### config.mk
export PLATFORM = sky130hd
export DESIGN_NAME = asfe_ram
export DESIGN_NICKNAME = d
export VERILOG_FILES = /design/src/asfe_ram.sv
export SDC_FILE = /design/constraint.sdc
export NUM_CORES = 2
export LEC_CHECK = 0
export BUFFER_PORTS_ARGS = -buffer_cell sky130_fd_sc_hd__buf_2
export CAP_MARGIN = 20
export CORE_MARGIN = 1.5
export CORE_UTILIZATION = 38
export DETAILED_ROUTE_END_ITERATION = 16
export HOLD_SLACK_MARGIN = 0.12
export SETUP_SLACK_MARGIN = 0.02
export SYNTH_ARGS = -nofsm -noshare
export SYNTH_HDL_FRONTEND = slang
export SYNTH_SLANG_ARGS = --single-unit
### constraint.sdc
create_clock -name i_clk -period 4.8 [get_ports i_clk]
set_clock_uncertainty 0.2 [all_clocks]
set_input_delay 0.72 -clock i_clk [delete_from_list [all_inputs] [get_ports i_clk]]
set_output_delay 0.72 -clock i_clk [all_outputs]
set_load 0.02 [all_outputs]
### src/asfe_ram.sv
// ----------------------------------------------------------------------------
// asfe_ram
// Single-port synchronous RAM with registered read data.
// ----------------------------------------------------------------------------
module asfe_ram #(
    parameter int WIDTH = 32,
    parameter int DEPTH = 64
) (
    input  logic                     i_clk,
    input  logic                     i_we,
    input  logic [$clog2(DEPTH)-1:0] i_addr,
    input  logic [WIDTH-1:0]         i_wdata,
    output logic [WIDTH-1:0]         o_rdata
);

    logic [WIDTH-1:0] r_mem [DEPTH];
    logic [WIDTH-1:0] r_rdata;

    always_ff @(posedge i_clk) begin
        if (i_we) begin
            r_mem[i_addr] <= i_wdata;
        end
        r_rdata <= r_mem[i_addr];
    end

    assign o_rdata = r_rdata;

endmodule

==> impl_metrics.toml <==
[run_status]
run_status = "finished clean"

[clock_network]
clk-insertion-delay-late_ps = 840
count_of_instances_resized_after_the_clock_tree_is_built = 0
clkSinkCount = 2080
ctsLongestPathBuffers = 3
worst_setup_hold_path_clk_slew_ps = 60
cts-buffers-inserted = 200
htree_levels = 4
root_buffer = "clkbuf_16"
postCtsSetupRepairBufs = 0
post_cts_hold_fix_bufs = 3
clock_tree_from_tritoncts = "done"

[layout]
utilization_pct = 43.9
final_layout_size_suffix_gt1_share_pct = 20.3
layout.nets = 4528
area_growth_syn_to_layout_pct = 15.2
layoutNonFillerInstCount = 7364

[timing]
drv_slew = 0
post-route-period-util_pct = 71.5
final-setup-viol-count = 0
fmaxAchievable_mhz = 291
maxSlewHeadroom_pct = 22.5
final.hold.worst_slack_ps = 159
worst_slew_pin_tran_ps = 1160
hold_viol_final = 0
finalCriticalPeriod_ps = 3430
final.setup.worst_slack_ps = 1370
setup_repair_after_global_routing_missed_its_margin = "false"
final.setup.tns_ps = 0

[global_route]
grt_first_pass_wirelength_mm = 312
global_route.overflow_total = 0
grt_pass1_vias = 42200
antenna_found_initial = 13
grt_start_max_net_pins = 78
grt_use_total_pct = 20.5

[setup_path]
critical_path.most_common_cell = "buf_4"
cp-end-kind = "flop"
crit_arrival_ps = 3940
category_of_the_most_critical_setup_path = "primary input to flop"
required_ps = 5300
timing.critical_path.slowest_cell_delay_ps = 990
cp_max_fo = 71
critPathLaunchType = "primary input"
cp_slowest_cell = "a2111oi_0"
worstPathCellList = "buf_8 > buf_4 > nor2b_4 > buf_4 > a221o_1 > o21ai_0 > nand3_1 > a2111oi_0 > buf_4 > nand3_1"

[floorplanning]
dieArea_um2 = 210000
floorplan.rows = 167
floorplan.core_area_um2 = 207000
fp.dieH_um = 459
die-width_um = 459
start_util_pct = 38.2
design.portCount = 72

[routing]
routedWlPerCell_um = 29.8
routed-via-count = 43100
routed_wirelength_mm = 219
dr.first_iter.drc_count = 5465
avgViaCountPerCell = 5.85
drt_pass1_iterations = 6
post-route-drc-count = 0
final_antenna_net_count = 0

[placement]
place.detailed.hpwl_mm = 125
gp_congestion = 0.830
worst_setup_slack_before_clock_tree_synthesis_ps = 475
port_buffers = 71
dp_cells = 6981

[synth]
synthArstFlopShare_pct = 0
yosys.cell_types.count = 56
yosysWarnings = 0
mappedNetlistNets = 4279
synth_enable_flop_cells = 2048
most_used_flip_flop_cell_after_synthesis = "edfxtp_1"
yosysSeqAreaShare_pct = 78.7
yosys_register_bits = 2080
syn_area_per_cell_um2 = 18.6
synth_cells = 4239
mappedNetlistArea_um2 = 78900

[power_and_ir_drop]
pwr_density_cell_nw_per_um2 = 413
vdd.ir_drop.worst_mv = 0.424
p_leak_nw = 29.1

[worst_hold_path]
hold_class = "primary input to flop"

[flow_run]
cap_viol_max_count = 0
logic make-up (layout without fill, tap and decap cells):
group	after synthesis	in the layout	share of synthesized area [%]
buffers and inverters	300	719	1.68
other	0	2	0
and+or+nand+nor	424	424	2.81
AOI/OAI and AO/OA	933	933	8.66
muxes	502	502	8.12
DFF	2080	2080	78.7
critical path, delay by kind of cell:
family	cells	cell delay [ps]
compound gates	3	1400
simple gates	3	340
buf+inv	4	1270
flip-flops by register name, summed over array words and instances (netlist names):
name and flops:
r_mem 2048, o_rdata 32
placed cells by master, fill, tap and decap left out, types with 56 or more instances in the layout:
cell	synthesis	final
edfxtp_1	2048	2048
mux2i_1	259	259
buf_4	8	224
clkbuf_16	0	202
a22oi_1	188	188
a221oi_1	175	175
mux2_2	147	147
a21oi_1	121	121
mux4_2	96	96
o22ai_1	93	93
and3_1	85	85
o21ai_0	84	84
nor2_1	145	77
o22a_1	70	70
buf_2	83	68
nor2_4	0	67
a22o_1	66	66
clkinv_1	0	56
final timing paths:
path,depth (start not counted),start,end,slack [ps]
max,10,i_addr[2],o_rdata[4]$_DFF_P_,1370
min,1,i_wdata[23],r_mem[21][23]$_DFFE_PP_,160
max reg2reg,5,r_mem[21][23]$_DFFE_PP_,o_rdata[23]$_DFF_P_,1970
min reg2reg,3,r_mem[32][27]$_DFFE_PP_,o_rdata[27]$_DFF_P_,410
Yosys cell counts, types with 54 or more instances:
cell | count | area, µm²
mux2_2 | 147 | 1660
o21ai_0 | 84 | 420
a22oi_1 | 188 | 1410
and3_1 | 85 | 532
buf_2 | 83 | 415
o22ai_1 | 93 | 582
nor2_1 | 145 | 544
a221oi_1 | 175 | 1530
edfxtp_1 | 2048 | 61500
a22o_1 | 66 | 578
mux4_2 | 96 | 2160
mux2i_1 | 259 | 2590
o22a_1 | 70 | 613
nand3_1 | 54 | 270
clkbuf_1 | 168 | 631
a21oi_1 | 121 | 606
metrics by stage:
stage	instance area, µm²	power (mW)
after detailed placement	84500	22.6
after CTS	90800	37.7
after global routing	90900	38.5
after floorplan	78900	21.5
after global placement	84500	22.6
final	90900	37.5
final cells by class:
type | instances | area, µm²
antenna | 2 | 5.00
clock buffer | 251 | 5300
tap | 2704 | 3380
inverter | 2 | 15.0
clock inverter | 121 | 998
multi-input combinational | 1859 | 16000
fill | 17700 | 116000
sequential | 2080 | 62100
timing repair buffer | 345 | 3020
metal layers:
| layer | global-route usage [%] | wire length, µm | up-vias |
|---|---|---|---|
| met5 | 0 | 27 | - |
| met4 | 6.11 | 6270 | 4 |
| met3 | 3.86 | 18600 | 333 |
| met2 | 32.7 | 104000 | 2043 |
| met1 | 28.5 | 90600 | 22500 |
| li1 | - | - | 18200 |
where the power goes:
group          switching, mW  total [mW]  internal (mW)
Clock                   6.80        15.3           8.48
Combinational           1.38        2.02          0.641
Sequential            0.0821        20.2           20.1
Total                   8.27        37.5           29.2
Power figures use the tool's default switching activity.
