$ cat config.mk
export PLATFORM = sky130hd
export DESIGN_NAME = asfe_mul
export DESIGN_NICKNAME = d
export VERILOG_FILES = /design/src/asfe_mul.sv
export SDC_FILE = /design/constraint.sdc
export NUM_CORES = 2
export LEC_CHECK = 0
export ABC_AREA = 1
export BUFFER_PORTS_ARGS = -buffer_cell sky130_fd_sc_hd__buf_4
export CORE_MARGIN = 1.5
export CORE_UTILIZATION = 34
export DETAILED_ROUTE_END_ITERATION = 8
export HOLD_SLACK_MARGIN = 0.02
export PLACE_DENSITY_LB_ADDON = 0.12
export REMOVE_ABC_BUFFERS = 1
export SYNTH_ARGS = -nofsm -noshare
export SYNTH_HDL_FRONTEND = slang
export SYNTH_SLANG_ARGS = --single-unit
$ cat constraint.sdc
create_clock -name i_clk -period 12.2 [get_ports i_clk]
set_clock_uncertainty 0.15 [all_clocks]
set_input_delay 2.44 -clock i_clk [delete_from_list [all_inputs] [get_ports i_clk]]
set_output_delay 2.44 -clock i_clk [all_outputs]
set_load 0.01 [all_outputs]
$ cat src/asfe_mul.sv
// ----------------------------------------------------------------------------
// asfe_mul
// Signed 64x64 multiplier, one 32x32 partial product per cycle.
// ----------------------------------------------------------------------------
module asfe_mul (
    input  logic                 i_clk,
    input  logic                 i_rst_n,
    input  logic                 i_start,
    input  logic signed [63:0]   i_a,
    input  logic signed [63:0]   i_b,
    output logic                 o_done,
    output logic signed [127:0]  o_prod
);

    logic          r_busy, n_busy;
    logic          r_fin, n_fin;
    logic          r_done, n_done;
    logic [1:0]    r_step, n_step;
    logic [63:0]   r_ua, n_ua;
    logic [63:0]   r_ub, n_ub;
    logic          r_neg, n_neg;
    logic [127:0]  r_acc, n_acc;
    logic [127:0]  r_prod, n_prod;

    always_comb begin
        logic [31:0]  pa;
        logic [31:0]  pb;
        logic [63:0]  pp;
        logic [127:0] sh;
        n_busy = r_busy;
        n_fin  = 1'b0;
        n_done = 1'b0;
        n_step = r_step;
        n_ua   = r_ua;
        n_ub   = r_ub;
        n_neg  = r_neg;
        n_acc  = r_acc;
        n_prod = r_prod;
        pa = r_step[1] ? r_ua[63:32] : r_ua[31:0];
        pb = r_step[0] ? r_ub[63:32] : r_ub[31:0];
        pp = 64'(pa) * 64'(pb);
        case ({r_step[1], r_step[0]} == 2'b11 ? 2'd2 : (r_step == 2'b00 ? 2'd0 : 2'd1))
            2'd0:    sh = 128'(pp);
            2'd1:    sh = 128'(pp) << 32;
            2'd2:    sh = 128'(pp) << 64;
            default: sh = 128'(pp);
        endcase
        if (i_start) begin
            n_ua   = i_a[63] ? 64'(-i_a) : 64'(i_a);
            n_ub   = i_b[63] ? 64'(-i_b) : 64'(i_b);
            n_neg  = i_a[63] ^ i_b[63];
            n_acc  = '0;
            n_step = '0;
            n_busy = 1'b1;
        end else if (r_busy) begin
            n_acc  = r_acc + sh;
            n_step = r_step + 2'd1;
            if (r_step == 2'd3) begin
                n_busy = 1'b0;
                n_fin  = 1'b1;
            end
        end
        if (r_fin) begin
            n_prod = r_neg ? -r_acc : r_acc;
            n_done = 1'b1;
        end
    end

    always_ff @(posedge i_clk) begin
        if (!i_rst_n) begin
            r_busy <= 1'b0;
            r_fin  <= 1'b0;
            r_done <= 1'b0;
        end else begin
            r_busy <= n_busy;
            r_fin  <= n_fin;
            r_done <= n_done;
        end
        r_step <= n_step;
        r_ua   <= n_ua;
        r_ub   <= n_ub;
        r_neg  <= n_neg;
        r_acc  <= n_acc;
        r_prod <= n_prod;
    end

    assign o_done = r_done;
    assign o_prod = r_prod;

endmodule

==> impl_metrics.tcl <==
set metrics [dict create \
    run_status "completed" \
    seqCellArea_mm2 0.01039 \
    worstHoldEndpoint "o_prod[0]" \
    cts_made_buffers 54 \
    clk_pin_slew_ns 0.06 \
    io_buffers 259 \
    relSlewSlack 0.2526 \
    routabilityCongestion 1.054 \
    rr_startpoint "r_step[0]" \
    die_height_um 444.1 \
    grt_max_degree 68 \
    slew_violations 0 \
    area_delta_synth_final_pct 17.01 \
    drtIter0Drc 6478 \
    crit_path_max_incr_delay_ns 0.63 \
    start_util 0.3428 \
    synth_cells 9128 \
    min_from "r_acc[0]" \
    fin_setup_tns_ns 0 \
    tightest_slew_ns 1.121 \
    clock-sinks 390 \
    hold_depth 0 \
    detail-route-antenna-nets 0 \
    layout.nets 11260 \
    drc 0 \
    syn_area_per_cell_um2 7.246 \
    grt_usage 0.3514 \
    hold_buffers 0 \
    cp_max_fo 32 \
    cts-root-buf "clkbuf_16" \
    antenna_found_initial 26 \
    coreArea_mm2 0.1930 \
    ys.flop_type "edfxtp_1" \
    r2r_cells 50 \
    regToRegSetupSlack_ns 0.22 \
    path_class "reg -> reg" \
    fmax_mhz 83.46 \
    htree_levels 2 \
    die_x_um 444.1 \
    ys_seq_area_frac 0.1569 \
    io_pins 260 \
    wirelength_um 351100 \
    clock_path_buffers 3 \
    wl_per_cell_um 28.29 \
    r2r_end "r_acc[50]" \
    cp.required_ns 12.69 \
    fillers 20790 \
    drive_gt1_frac 0.1179 \
    final.min_clock_period_ns 11.98 \
    crit_arrival_ns 12.48 \
    crit_path_end_kind "flop" \
    synth_edf_count 257 \
    synthArstFlopShare 0 \
    rsz0062_at_grt "false" \
    dr.pass1.iters 6 \
    multiInputGateArea_mm2 0.04796 \
    grt_overflow_total 0 \
    place_hpwl_um 302500 \
    post_synth_num_cell_types 53 \
    finalHoldViolCount 0 \
    finalSetupViolCount 0 \
    dieArea_mm2 0.1972 \
    yosysWarningCount 0 \
    hp-class "reg -> reg" \
    grt_pass1_vias 65430 \
    insertion_delay_ns 0.71 \
    grt_pass1_wl_um 490200 \
    cpMaxStageDelayCell "o21ai_0" \
    ys_ff_latch 390 \
    period_share 0.9822 \
    cp-start-kind "flop" \
    num_rows 161 \
    synth_area_mm2 0.06615 \
    via_per_inst 5.301 \
    worst_path_most_repeated_cell "inv_1" \
    num_vias 65780 \
    maxCapViolCount 0 \
    cts_tree "yes" \
]
==> placed cells by master, fill, tap and decap left out, types with 18 or more instances in the layout <==
cell and instances:
inv_1 1857, nand2_1 1618, nor2_1 1544, fa_1 897, buf_4 883, a21oi_1 468, ha_1 396, o21ai_0 344
nand3_1 289, xor2_1 262, edfxtp_1 257, dfxtp_1 129, nor3_1 120, nand4_1 102, xnor2_1 86, or2_2 70
nor4_1 68, clkbuf_16 54, o21ai_2 46, o21bai_1 46, o22ai_1 38, a21o_1 37, clkinv_1 35, o21ai_1 26
a31oi_1 23, o211ai_1 18
==> cells by family after synthesis <==
group / Yosys count / synth area share
compound gates: 1084 / 0.08887
buf+inv: 2146 / 0.1218
flops: 390 / 0.1569
simple gates: 3867 / 0.2399
fa+ha+maj: 1293 / 0.3464
xor+xnor: 348 / 0.04608
==> worst max-delay path by stage <==
stage | from | to | slack (ns) | cells after the start
after floorplan | r_step[0] | r_acc[107] | 1.94 | 45
after global placement | r_step[0] | r_acc[124] | 0.63 | 47
after detailed placement | r_step[1] | r_acc[124] | 0.54 | 42
after CTS | r_step[1] | r_acc[124] | 0.51 | 42
after global routing | r_step[0] | r_acc[50] | 0.02 | 47
final | r_step[0] | r_acc[50] | 0.22 | 50
==> registers in the layout (all words and copies together), names as in the netlist <==
signal / flops
r_ub: 64
o_done: 1
o_prod: 128
r_ua: 64
r_step: 2
r_neg: 1
r_busy: 1
r_acc: 128
r_fin: 1
==> metal layers <==
layer	part of all wire	track usage	vias to the layer above	routed length [um]
met5	0.00010	0	-	35
met4	0.047	0.1386	6	16530
met3	0.073	0.05342	500	25770
met2	0.44	0.5418	2718	153500
met1	0.44	0.4928	33020	155300
li1	-	-	29530	-
==> what timing repair did <==
action                     in CTS  in global routing
setup endpoints to repair       0                  9
buffers inserted                0                  0
resized for setup               0                  3
==> metrics by stage <==
| stage | util | cell area, um2 | hold WS (ns) | cells | setup WS (ns) |
|---|---|---|---|---|---|
| final | 0.4011 | 77400 | 0.3796 | 12410 | 0.2177 |
| after global placement | 0.3915 | 75550 | 0.3772 | 12300 | 0.6336 |
| after floorplan | - | 65210 | 0.2867 | 8879 | 1.943 |
| after detailed placement | 0.3915 | 75550 | 0.3628 | 12300 | 0.5387 |
| after CTS | 0.4010 | 77380 | 0.3815 | 12410 | 0.5078 |
| after global routing | 0.4010 | 77390 | 0.3882 | 12410 | 0.01992 |
==> cell usage after synthesis (2+ instances only) <==
library cell | count | area, um2
buf_1 | 14 | 52.55
a31oi_1 | 23 | 143.9
o22ai_1 | 38 | 237.7
inv_2 | 5 | 18.77
nor2_2 | 10 | 62.56
xnor2_1 | 86 | 753.2
nand2_2 | 5 | 31.28
or2_2 | 70 | 437.9
xor2_1 | 262 | 2295
nand4_1 | 102 | 638.1
nor4_1 | 69 | 431.7
dfxtp_1 | 133 | 2663
nand2_1 | 1619 | 6077
o2111ai_1 | 2 | 17.52
nor3_2 | 4 | 40.04
o211ai_1 | 18 | 135.1
clkinv_1 | 33 | 123.9
and2_1 | 4 | 25.02
nor2_1 | 1544 | 5796
inv_1 | 1859 | 6978
nor2_4 | 6 | 67.56
o21ai_2 | 8 | 70.07
nor3_1 | 121 | 605.6
nand3b_1 | 13 | 97.59
o21bai_1 | 46 | 345.3
o31ai_1 | 7 | 52.55
a21oi_1 | 468 | 2342
o21a_1 | 8 | 60.06
nand3_1 | 289 | 1446
or2_1 | 3 | 18.77
fa_1 | 897 | 17960
o21ai_0 | 364 | 1822
a21boi_0 | 4 | 30.03
edfxtp_1 | 257 | 7717
a31o_2 | 2 | 17.52
a21o_1 | 37 | 277.8
clkbuf_1 | 234 | 878.3
ha_1 | 396 | 4955
a21oi_2 | 3 | 26.28
o21ai_1 | 52 | 260.3
==> layout make-up <==
type                            instances  share of cell area
Inverter                             1897             0.09213
Tap cell                             2526             0.04083
Antenna cell                            3          0.00009699
Clock buffer                           62             0.01785
Sequential cell                       390              0.1342
Timing Repair Buffer                  898             0.08946
Clock inverter                         40            0.005803
Multi-Input combinational cell       6592              0.6196
==> worst max-delay path, delay by kind of cell (launching register included) <==
kind	cells	cell delay (ns)
buf+inv	20	2.90
simple gates	14	2.20
flops	1	0.45
compound gates	5	1.04
fa+ha+maj	10	4.66
xor+xnor	1	0.47
Power is not shown: default switching activity piles up to over one toggle a cycle in this logic, so the estimate is an artifact.
