--- src/asfe_pkg.sv ---
// ----------------------------------------------------------------------------
// asfe_pkg
// Shared constants, codes and saturating helpers of the Akima spline engine.
// ----------------------------------------------------------------------------
package asfe_pkg;

    localparam int MAX_POINTS = 64;
    localparam int FRAC_BITS  = 16;
    localparam int CF         = 2 * FRAC_BITS;
    localparam int AW         = $clog2(MAX_POINTS);
    localparam int CW         = $clog2(MAX_POINTS + 1);
    localparam int MIN_FIT    = 4;
    localparam int KW         = 64;
    localparam int BW         = 192;

    localparam logic signed [63:0] MAX64 = {1'b0, {63{1'b1}}};
    localparam logic signed [63:0] MIN64 = {1'b1, {63{1'b0}}};
    localparam logic signed [63:0] MAX32 = 64'sh0000_0000_7fff_ffff;
    localparam logic signed [63:0] MIN32 = -64'sh0000_0000_8000_0000;

    localparam logic OP_LOAD = 1'b0;
    localparam logic OP_EVAL = 1'b1;

    typedef enum logic [2:0] {
        ST_STORED = 3'd0,
        ST_FIT    = 3'd1,
        ST_VALUE  = 3'd2,
        ST_NOFIT  = 3'd3,
        ST_FULL   = 3'd4
    } t_status;

    function automatic logic signed [63:0] sat64(input logic signed [127:0] a);
        logic signed [63:0] r;
        if (a[127:63] == '0 || a[127:63] == '1) begin
            r = a[63:0];
        end else if (a[127]) begin
            r = MIN64;
        end else begin
            r = MAX64;
        end
        return r;
    endfunction

    function automatic logic signed [63:0] twice_minus(input logic signed [63:0] a,
                                                       input logic signed [63:0] b);
        return sat64(128'(a) + 128'(a) - 128'(b));
    endfunction

    function automatic logic signed [63:0] abs_diff(input logic signed [63:0] a,
                                                    input logic signed [63:0] b);
        logic signed [127:0] d;
        d = 128'(a) - 128'(b);
        return sat64(d[127] ? -d : d);
    endfunction

endpackage

--- src/asfe_div.sv ---
// ----------------------------------------------------------------------------
// asfe_div
// Signed 128/64 truncating divider, one quotient bit per cycle, saturated.
// ----------------------------------------------------------------------------
module asfe_div (
    input  logic                 i_clk,
    input  logic                 i_rst_n,
    input  logic                 i_start,
    input  logic signed [127:0]  i_num,
    input  logic signed [63:0]   i_den,
    output logic                 o_done,
    output logic signed [63:0]   o_quot
);

    logic          r_busy, n_busy;
    logic          r_fin, n_fin;
    logic          r_done, n_done;
    logic [6:0]    r_cnt, n_cnt;
    logic [127:0]  r_sh, n_sh;
    logic [63:0]   r_rem, n_rem;
    logic [63:0]   r_ud, n_ud;
    logic          r_neg, n_neg;
    logic [63:0]   r_quot, n_quot;

    always_comb begin
        logic [64:0]  rem_s;
        logic         ge;
        logic [127:0] q;
        n_busy = r_busy;
        n_fin  = 1'b0;
        n_done = 1'b0;
        n_cnt  = r_cnt;
        n_sh   = r_sh;
        n_rem  = r_rem;
        n_ud   = r_ud;
        n_neg  = r_neg;
        n_quot = r_quot;
        rem_s  = {r_rem, r_sh[127]};
        ge     = rem_s >= {1'b0, r_ud};
        q      = r_neg ? -r_sh : r_sh;
        if (i_start) begin
            if (i_den == '0) begin
                n_quot = '0;
                n_done = 1'b1;
            end else begin
                n_sh   = i_num[127] ? 128'(-i_num) : 128'(i_num);
                n_ud   = i_den[63] ? 64'(-i_den) : 64'(i_den);
                n_neg  = i_num[127] ^ i_den[63];
                n_rem  = '0;
                n_cnt  = '0;
                n_busy = 1'b1;
            end
        end else if (r_busy) begin
            n_rem = ge ? 64'(rem_s - {1'b0, r_ud}) : rem_s[63:0];
            n_sh  = {r_sh[126:0], ge};
            n_cnt = r_cnt + 7'd1;
            if (r_cnt == 7'd127) begin
                n_busy = 1'b0;
                n_fin  = 1'b1;
            end
        end
        if (r_fin) begin
            n_quot = asfe_pkg::sat64(q);
            n_done = 1'b1;
        end
    end

    always_ff @(posedge i_clk) begin
        if (!i_rst_n) begin
            r_busy <= 1'b0;
            r_fin  <= 1'b0;
            r_done <= 1'b0;
        end else begin
            r_busy <= n_busy;
            r_fin  <= n_fin;
            r_done <= n_done;
        end
        r_cnt  <= n_cnt;
        r_sh   <= n_sh;
        r_rem  <= n_rem;
        r_ud   <= n_ud;
        r_neg  <= n_neg;
        r_quot <= n_quot;
    end

    assign o_done = r_done;
    assign o_quot = r_quot;

endmodule

--- config.mk ---
export PLATFORM = sky130hd
export DESIGN_NAME = asfe_div
export DESIGN_NICKNAME = d
export VERILOG_FILES = /design/src/asfe_pkg.sv /design/src/asfe_div.sv
export SDC_FILE = /design/constraint.sdc
export NUM_CORES = 1
export LEC_CHECK = 0
export BUFFER_PORTS_ARGS = -buffer_cell sky130_fd_sc_hd__buf_2
export CORE_AREA = 3 3 334 171
export DETAILED_ROUTE_END_ITERATION = 7
export DIE_AREA = 0 0 337 174
export SLEW_MARGIN = 20
export SYNTH_ARGS = -nofsm -noshare
export SYNTH_HDL_FRONTEND = slang
export SYNTH_SLANG_ARGS = --single-unit
--- constraint.sdc ---
create_clock -name i_clk -period 29.9 [get_ports i_clk]
set_input_delay 5.98 -clock i_clk [delete_from_list [all_inputs] [get_ports i_clk]]
set_output_delay 5.98 -clock i_clk [all_outputs]
set_load 0.005 [all_outputs]
==> results of run 1 <==
critical path: stages:
cell	delay [ps]
buf_2	110
or4_1	590
nor4_1	580
and4b_1	410
nand3_1	190
or2_0	350
or3b_2	580
or3_1	420
or4_1	560
nor4_1	850
a21oi_4	110
buf_4	410
buf_4	510
power groups by stage:
stage               Combinational (uW)  Clock (uW)  Sequential [uW]
global route                       840         478              684
detailed placement                 740           0              683
global placement                   734           0              681
finish                             747         448              675
floorplan                          586           0              663
CTS                                745         460              675
sequential cells by signal, summed over array words and instances, names as in the netlist:
signal / count
r_rem: 64
o_done: 1
r_neg: 1
r_sh: 128
r_fin: 1
r_busy: 1
r_cnt: 7
o_quot: 64
r_ud: 64
per-stage QoR:
step	cell area [um2]	std cells
6_report	27400	3567
5_1_grt	27400	3566
4_1_cts	27400	3563
3_5_place_dp	26200	3503
3_3_place_gp	26200	3503
2_1_floorplan	24400	2647
cell usage in the layout, fill, tap and decap left out, drive strengths merged, types with 42 or more instances in the layout:
cell type	instances
a21oi	196
nand4	42
nor2	272
xnor2	128
or4	66
edfxtp	328
ha	69
o41ai	61
xor2	239
inv	102
buf	279
o21ai	210
or3	60
mux2i	46
nand3	54
nor3	54
nand2	166
o31ai	84
final cells by class:
type	instances	area, um2	share of cell area
multi-input combinational	2080	13600	0.497
tap	713	892	0.0326
sequential	331	9910	0.362
timing repair buffer	279	1460	0.0534
clock inverter	22	233	0.00850
inverter	100	375	0.0137
antenna	4	10.0	0.000366
clock buffer	38	887	0.0324
kinds of logic (layout without fill, tap and decap cells):
kind of cell               after synthesis  in the layout  synth area share
other                                    0              4                 0
buffers and inverters                  236            439            0.0367
xor gates and xnor gates               367            367             0.132
adders and majority gates               70             70            0.0362
muxes                                   52             52            0.0217
AOI/OAI and AO/OA                      704            704             0.181
DFF                                    331            331             0.407
and+or+nand+nor                        887            887             0.186
metal layers:
metal / wire, um / GRT usage / vias up / share of wire
met4: 1650 / 0.0588 / 4 / 0.023
met3: 3830 / 0.0332 / 102 / 0.054
met2: 33300 / 0.389 / 573 / 0.47
met1: 32000 / 0.324 / 10124 / 0.45
met5: 27 / 0 / - / 0.00038
li1: - / - / 10225 / -
how the worst max path moves through the flow:
stage / startpoint / endpoint / depth (start not counted) / slack, ps
final: i_den[5] / r_sh[55]$_DFFE_PP_ / 13 / 18290
after global routing: i_den[5] / r_sh[55]$_DFFE_PP_ / 13 / 17910
after CTS: i_den[3] / r_sh[55]$_DFFE_PP_ / 13 / 18280
after detailed placement: i_den[3] / r_sh[55]$_DFFE_PP_ / 13 / 17740
after global placement: i_den[5] / r_sh[58]$_DFFE_PP_ / 13 / 17820
after floorplan: i_den[0] / r_cnt[0]$_SDFFCE_PP0P_ / 10 / 12140
==> key figures, run 1 <==
Final layout
  • Final Util: 0.507
  • Area grow syn2layout: 12.3%
  • Fillers: roughly 5.2k
  • Share of layout cells above drive strength 1: 0.132
  • Final #Nets: ~3k

Run
  • Max-Cap Viols: 0

Timing
  • Skew final: approximately 13 ps
  • RSZ-0062 raised after global routing: false
  • Slew Limit Fails: 0
  • Fmax: 86.1 MHz
  • Worst rel slew slack: 0.339
  • Pin slew with the least headroom to its limit: a little under 1000 ps
  • Fin crit share: 0.388
  • Minimum clock period: ~12000 ps
  • Fin worst setup slack: around 18000 ps
  • Setup TNS Final: 0 ps
  • Final Hold Vio Count: 0
  • Worst hold slack: 460 ps
  • Setup-failing EPs final: 0

Place
  • DP HPWL: 52500 um
  • RePlAce Congestion: roughly 0.96
  • Port bufs: about 260
  • Setup WS pre-CTS: roughly 18000 ps

Synth
  • Asr flop ratio synth: 0
  • Mapped Area: roughly 24000 um2
  • Number of synthesized flops with an enable pin: 328
  • Synth top area share: 0.404
  • Cell variety after synth: 73
  • Most common library cells after synthesis: 328 x edfxtp_1, 272 x nor2_1, 239 x xor2_1
  • Mean Syn Cell Area: between 9 and 10 um2
  • Most frequent cell after synthesis: edfxtp_1
  • Cells after synthesis: around 2.6k
  • Post-synthesis sequential area ratio: 0.407
  • Yosys top cell by area: edfxtp_1
  • Leading register cell type out of synthesis: edfxtp_1
  • Area contributors post-synth: edfxtp_1 40%, xor2_1 8.6%, xnor2_1 4.6%
  • Synth Register Bits: 331
  • Syn nets: 2912
  • Synth warn: 0

Route
  • Final ANT Viol Nets: 0
  • Vias/cell: a little under 6
  • Routed WL: slightly above 70000 um
  • Pre-antenna DRT Iters: 6
  • Drt drc: 0
  • Vias: between 20k and 25k
  • Initial drt markers: about 1.9k
  • Routed WL per cell: just under 20 um

Setup path
  • Worst reg-to-reg setup slack: approximately 23000 ps
  • Reg2reg start: r_sh[6]$_DFFE_PP_
  • CP Data Required Time: around 30000 ps
  • Worst Path Arrival: approximately 12000 ps
  • Setup crit end kind: register
  • R2R Path End: o_quot[54]$_SDFFCE_PN0P_
  • CP Max Fanout: 73
  • R2R cell count: 12
  • CP startpoint kind: input port
  • Setup CP Type: input port to register

Die
  • DIE AREA: between 50000 and 60000 um2
  • Chip Width: approximately 340 um
  • Die H: about 170 um
  • Io pins: 260
  • Starting Density: 0.452
  • Core ar.: about 54000 um2
  • Row count: 60

Min path
  • Hold endpoint: r_fin$_SDFF_PP0_
  • Worst hold path class: register to register
  • HP Start: r_busy$_SDFFE_PN0N_
  • Hold Path Depth: 2

Clock tree
  • Post-CTS Resized: 0
  • Clock root buffer: clkbuf_16
  • # clock sinks: 331
  • Postcts setup bufs: 0
  • Hold-fix buffers, CTS: 0
  • Clk_lat worst skew: 540 ps
  • Clk buf depth: 3
  • Cts bufs inserted: 35
  • TritonCTS clock tree: yes
  • H-tree Lvls: 2
  • Clock Pin Slew Worst Setup and Hold Paths: about 60 ps

Global routing
  • Largest net degree at the start of global routing: 115
  • Initial antenna violation count: 5
  • First-pass GRT wire length: around 110000 um
  • Total gr overflow: 0
  • Vias in the first global route: 20.0k
  • Global Route Usage Sum: 0.235

Power
  • Int Power: 1190 uW
  • Clk pwr share: 0.240
  • Pwr per Cell Area: roughly 68 nW/um2
  • Sw power: ~680 uW
  • Maximum VDD drop: 0.0367 mV
  • Power, Total: 1870 uW
  • Sequential power share: 0.361
  • Switching power share of the total: 0.366
  • Combinational fraction of design power: 0.399
  • Leak pwr: between 0.009 and 0.01 uW

Outcome
  • Status: complete, no violations
No activity file was read; power rests on OpenSTA's default activity.
==> inputs of run 2 (changes only) <==
--- a/config.mk
+++ b/config.mk
@@ -9,6 +9,7 @@
 export CORE_AREA = 3 3 334 171
 export DETAILED_ROUTE_END_ITERATION = 7
 export DIE_AREA = 0 0 337 174
+export PLACE_DENSITY = 0.66
 export SLEW_MARGIN = 20
 export SYNTH_ARGS = -nofsm -noshare
 export SYNTH_HDL_FRONTEND = slang
==> constraint.sdc (replaced) <==
create_clock -name i_clk -period 10.6 [get_ports i_clk]
set_input_delay 2.12 -clock i_clk [delete_from_list [all_inputs] [get_ports i_clk]]
set_output_delay 2.12 -clock i_clk [all_outputs]
set_load 0.005 [all_outputs]
==> run 2 against run 1 <==
  * Hold slack worse by 20 ps
  * Flip-flop and latch count did not move
  * Clock skew decreased by 1.6 ps
  * Cell area about the same
  * Critical path depth decreased by 1
  * Clock power increased to 2.8 times the previous value
  * Non-clock buffer count fell by 1
  * Die area unchanged
  * Worst setup slack got worse by 16000 ps
  * Routed wire length down 2.0%
  * Count of clock-buffer cells in the layout increased by 5
  * First-iteration DRC count fell by 6.8%
  * Critical endpoint is now o_quot[58]$_SDFFCE_PN0P_
  * Largest cell class unchanged
==> key figures, run 2 (same netlist as run 1, synthesis figures left out) <==
Outcome
  • Status: complete, no violations

Clock tree
  • Clk_lat worst skew: 540 ps (about the same)
  • H-tree Lvls: 2 (unchanged)
  • Hold-fix buffers, CTS: 0 (unchanged)
  • # clock sinks: 331 (unchanged)
  • Postcts setup bufs: 0 (unchanged)
  • Cts bufs inserted: 34 (-2.9%)
  • Clock root buffer: clkbuf_16
  • Clk buf depth: 3 (unchanged)
  • Post-CTS Resized: 0 (unchanged)
  • Clock Pin Slew Worst Setup and Hold Paths: 70 ps (about the same)
  • TritonCTS clock tree: yes

Place
  • DP HPWL: 51900 um (-1.1%)
  • RePlAce Congestion: 1.00 (+4.5%)
  • Placed cell count: 3502 (-0.029%)
  • Setup WS pre-CTS: 2030 ps (-15710 ps)
  • Port bufs: 259 (unchanged)

Final layout
  • Final non-filler cell total: 3568 (+0.028%)
  • Most frequent cells in the layout: 328 x edfxtp_1, 272 x nor2_1, 257 x buf_2
  • Area grow syn2layout: 12.4% (about the same)
  • Fillers: 5096 (-1.5%)
  • Final #Nets: 3090 (-0.065%)
  • Max reg flops: 128 (unchanged)
  • Share of layout cells above drive strength 1: 0.133 (+0.00101)
  • Most common cell after layout, fill and taps aside: edfxtp_1
  • Biggest register: r_sh

Setup path
  • CP Data Required Time: 10810 ps (-19240 ps)
  • R2R Path End: o_quot[56]$_SDFFCE_PN0P_
  • Setup CP Type: input port to register
  • CP max stage delay: 920 ps (+70 ps)
  • Worst reg-to-reg setup slack: 4180 ps (-19180 ps)
  • CP max stage cell: a21o_2
  • Bufs and invs on worst path: 2 (-1)
  • CP Max Fanout: 41 (-44%)
  • Worst Path Arrival: 8170 ps (-3590 ps)
  • CP startpoint kind: input port
  • R2R cell count: 12 (unchanged)
  • Top delay family on crit path: simple AND/OR/NAND/NOR gates
  • Reg2reg start: r_sh[7]$_DFFE_PP_
  • CP cell instances: buf_2 -> or4_1 -> nor4_1 -> and4b_1 -> nand3_1 -> or2_0 -> or3b_2 -> or3_1 -> or4_1 -> nor4_1 -> a21o_2 -> buf_4
  • Setup crit end kind: register

Timing
  • Worst hold slack: 440 ps (-20.5 ps)
  • Pin slew with the least headroom to its limit: 1080 ps (+84.1 ps)
  • Final Hold Vio Count: 0 (unchanged)
  • Worst rel slew slack: 0.283 (-0.0561)
  • Skew final: 11.6 ps (-1.59 ps)
  • Fin worst setup slack: 2640 ps (-15650 ps)
  • RSZ-0062 raised after global routing: false
  • Setup TNS Final: 0 ps (unchanged)
  • Minimum clock period: approximately 8000 ps
  • Fmax: between 100 and 150 MHz
  • Setup-failing EPs final: 0 (unchanged)
  • Fin crit share: 0.751
  • Slew Limit Fails: 0 (unchanged)

Route
  • Vias/cell: 5.87 (-0.37%)
  • Pre-antenna DRT Iters: 7 (+1)
  • Routed WL per cell: 19.4 um (-2.0%)
  • Drt drc: 0 (unchanged)
  • Final ANT Viol Nets: 0 (unchanged)
  • Vias: 21.0k (-0.34%)
  • Initial drt markers: 1759 (-6.8%)
  • Routed WL: 69400 um (-2.0%)

Min path
  • Worst hold path class: register to register
  • Hold Path Depth: 2 (unchanged)
  • HP Start: r_busy$_SDFFE_PN0N_
  • Hold endpoint: r_fin$_SDFF_PP0_

Global routing
  • Initial antenna violation count: 7 (+2)
  • First-pass GRT wire length: 108000 um (-2.0%)
  • Total gr overflow: 0 (unchanged)
  • Global Route Usage Sum: 0.229 (-0.00627)
  • Largest net degree at the start of global routing: 140 (+22%)
  • Vias in the first global route: 19.8k (-0.81%)

Die
  • Starting Density: 0.452 (unchanged)
  • Io pins: 260 (unchanged)
  • Row count: 60 (unchanged)
  • Core ar.: 54000 um2 (unchanged)
  • DIE AREA: 58600 um2 (unchanged)
  • Chip Width: 337 um (unchanged)
  • Die H: 174 um (unchanged)

Run
  • Max-Cap Viols: 0 (unchanged)

Power
  • Power, Total: 5260 uW (+180%)
  • Pwr per Cell Area: 192 nW/um2 (+180%)
  • Leak pwr: 0.00995 uW (about the same)
  • Maximum VDD drop: 0.136 mV (+270%)
[run 2: worst max-delay path by stage]
stage,start,to,cells after the start
floorplan,i_den[0],r_cnt[0]$_SDFFCE_PP0P_,10
global placement,i_den[5],o_quot[62]$_SDFFCE_PN0P_,12
detailed placement,i_den[5],o_quot[56]$_SDFFCE_PN0P_,12
CTS,i_den[5],o_quot[58]$_SDFFCE_PN0P_,12
global route,i_den[3],o_quot[57]$_SDFFCE_PN0P_,12
finish,i_den[5],o_quot[58]$_SDFFCE_PN0P_,12
[run 2: worst register-to-register path: cells and delay by family, from the launching register on]
| kind | cells | cell delay, ps |
|---|---|---|
| AO/OA/AOI/OAI | 3 | 930 |
| buffers and inverters | 1 | 460 |
| AND/OR/NAND/NOR | 7 | 4150 |
| XOR/XNOR | 1 | 130 |
| flip-flops | 1 | 440 |
[run 2: cell type report]
cell class	count	area, um2	area share
inverters	100	375	0.0137
multi-input cells	2080	13600	0.497
flip-flops and latches	331	9910	0.362
clock inverters	19	196	0.00717
well taps	713	892	0.0326
clock buffers	43	948	0.0346
diodes	4	10.0	0.000365
repair buffers	278	1450	0.0530
[run 2: per-layer routing]
layer | wire length (um) | vias to the layer above | track usage
met4 | 1980 | 6 | 0.0696
met5 | 42 | - | 0
met1 | 30500 | 9983 | 0.308
li1 | - | 10225 | -
met2 | 32700 | 620 | 0.381
met3 | 4210 | 123 | 0.0344
[run 2: where the power goes]
part / switching (uW) / internal (uW) / total [uW]
logic: 1210 / 892 / 2100
clock network: 527 / 734 / 1260
registers: 178 / 1730 / 1900
total: 1910 / 3350 / 5260
[run 2: through the flow]
stage | area (um2) | util
after detailed placement | 26200 | 0.486
after global placement | 26200 | 0.486
after global routing | 27400 | 0.508
after CTS | 27400 | 0.507
final | 27400 | 0.508
after floorplan | 24400 | -
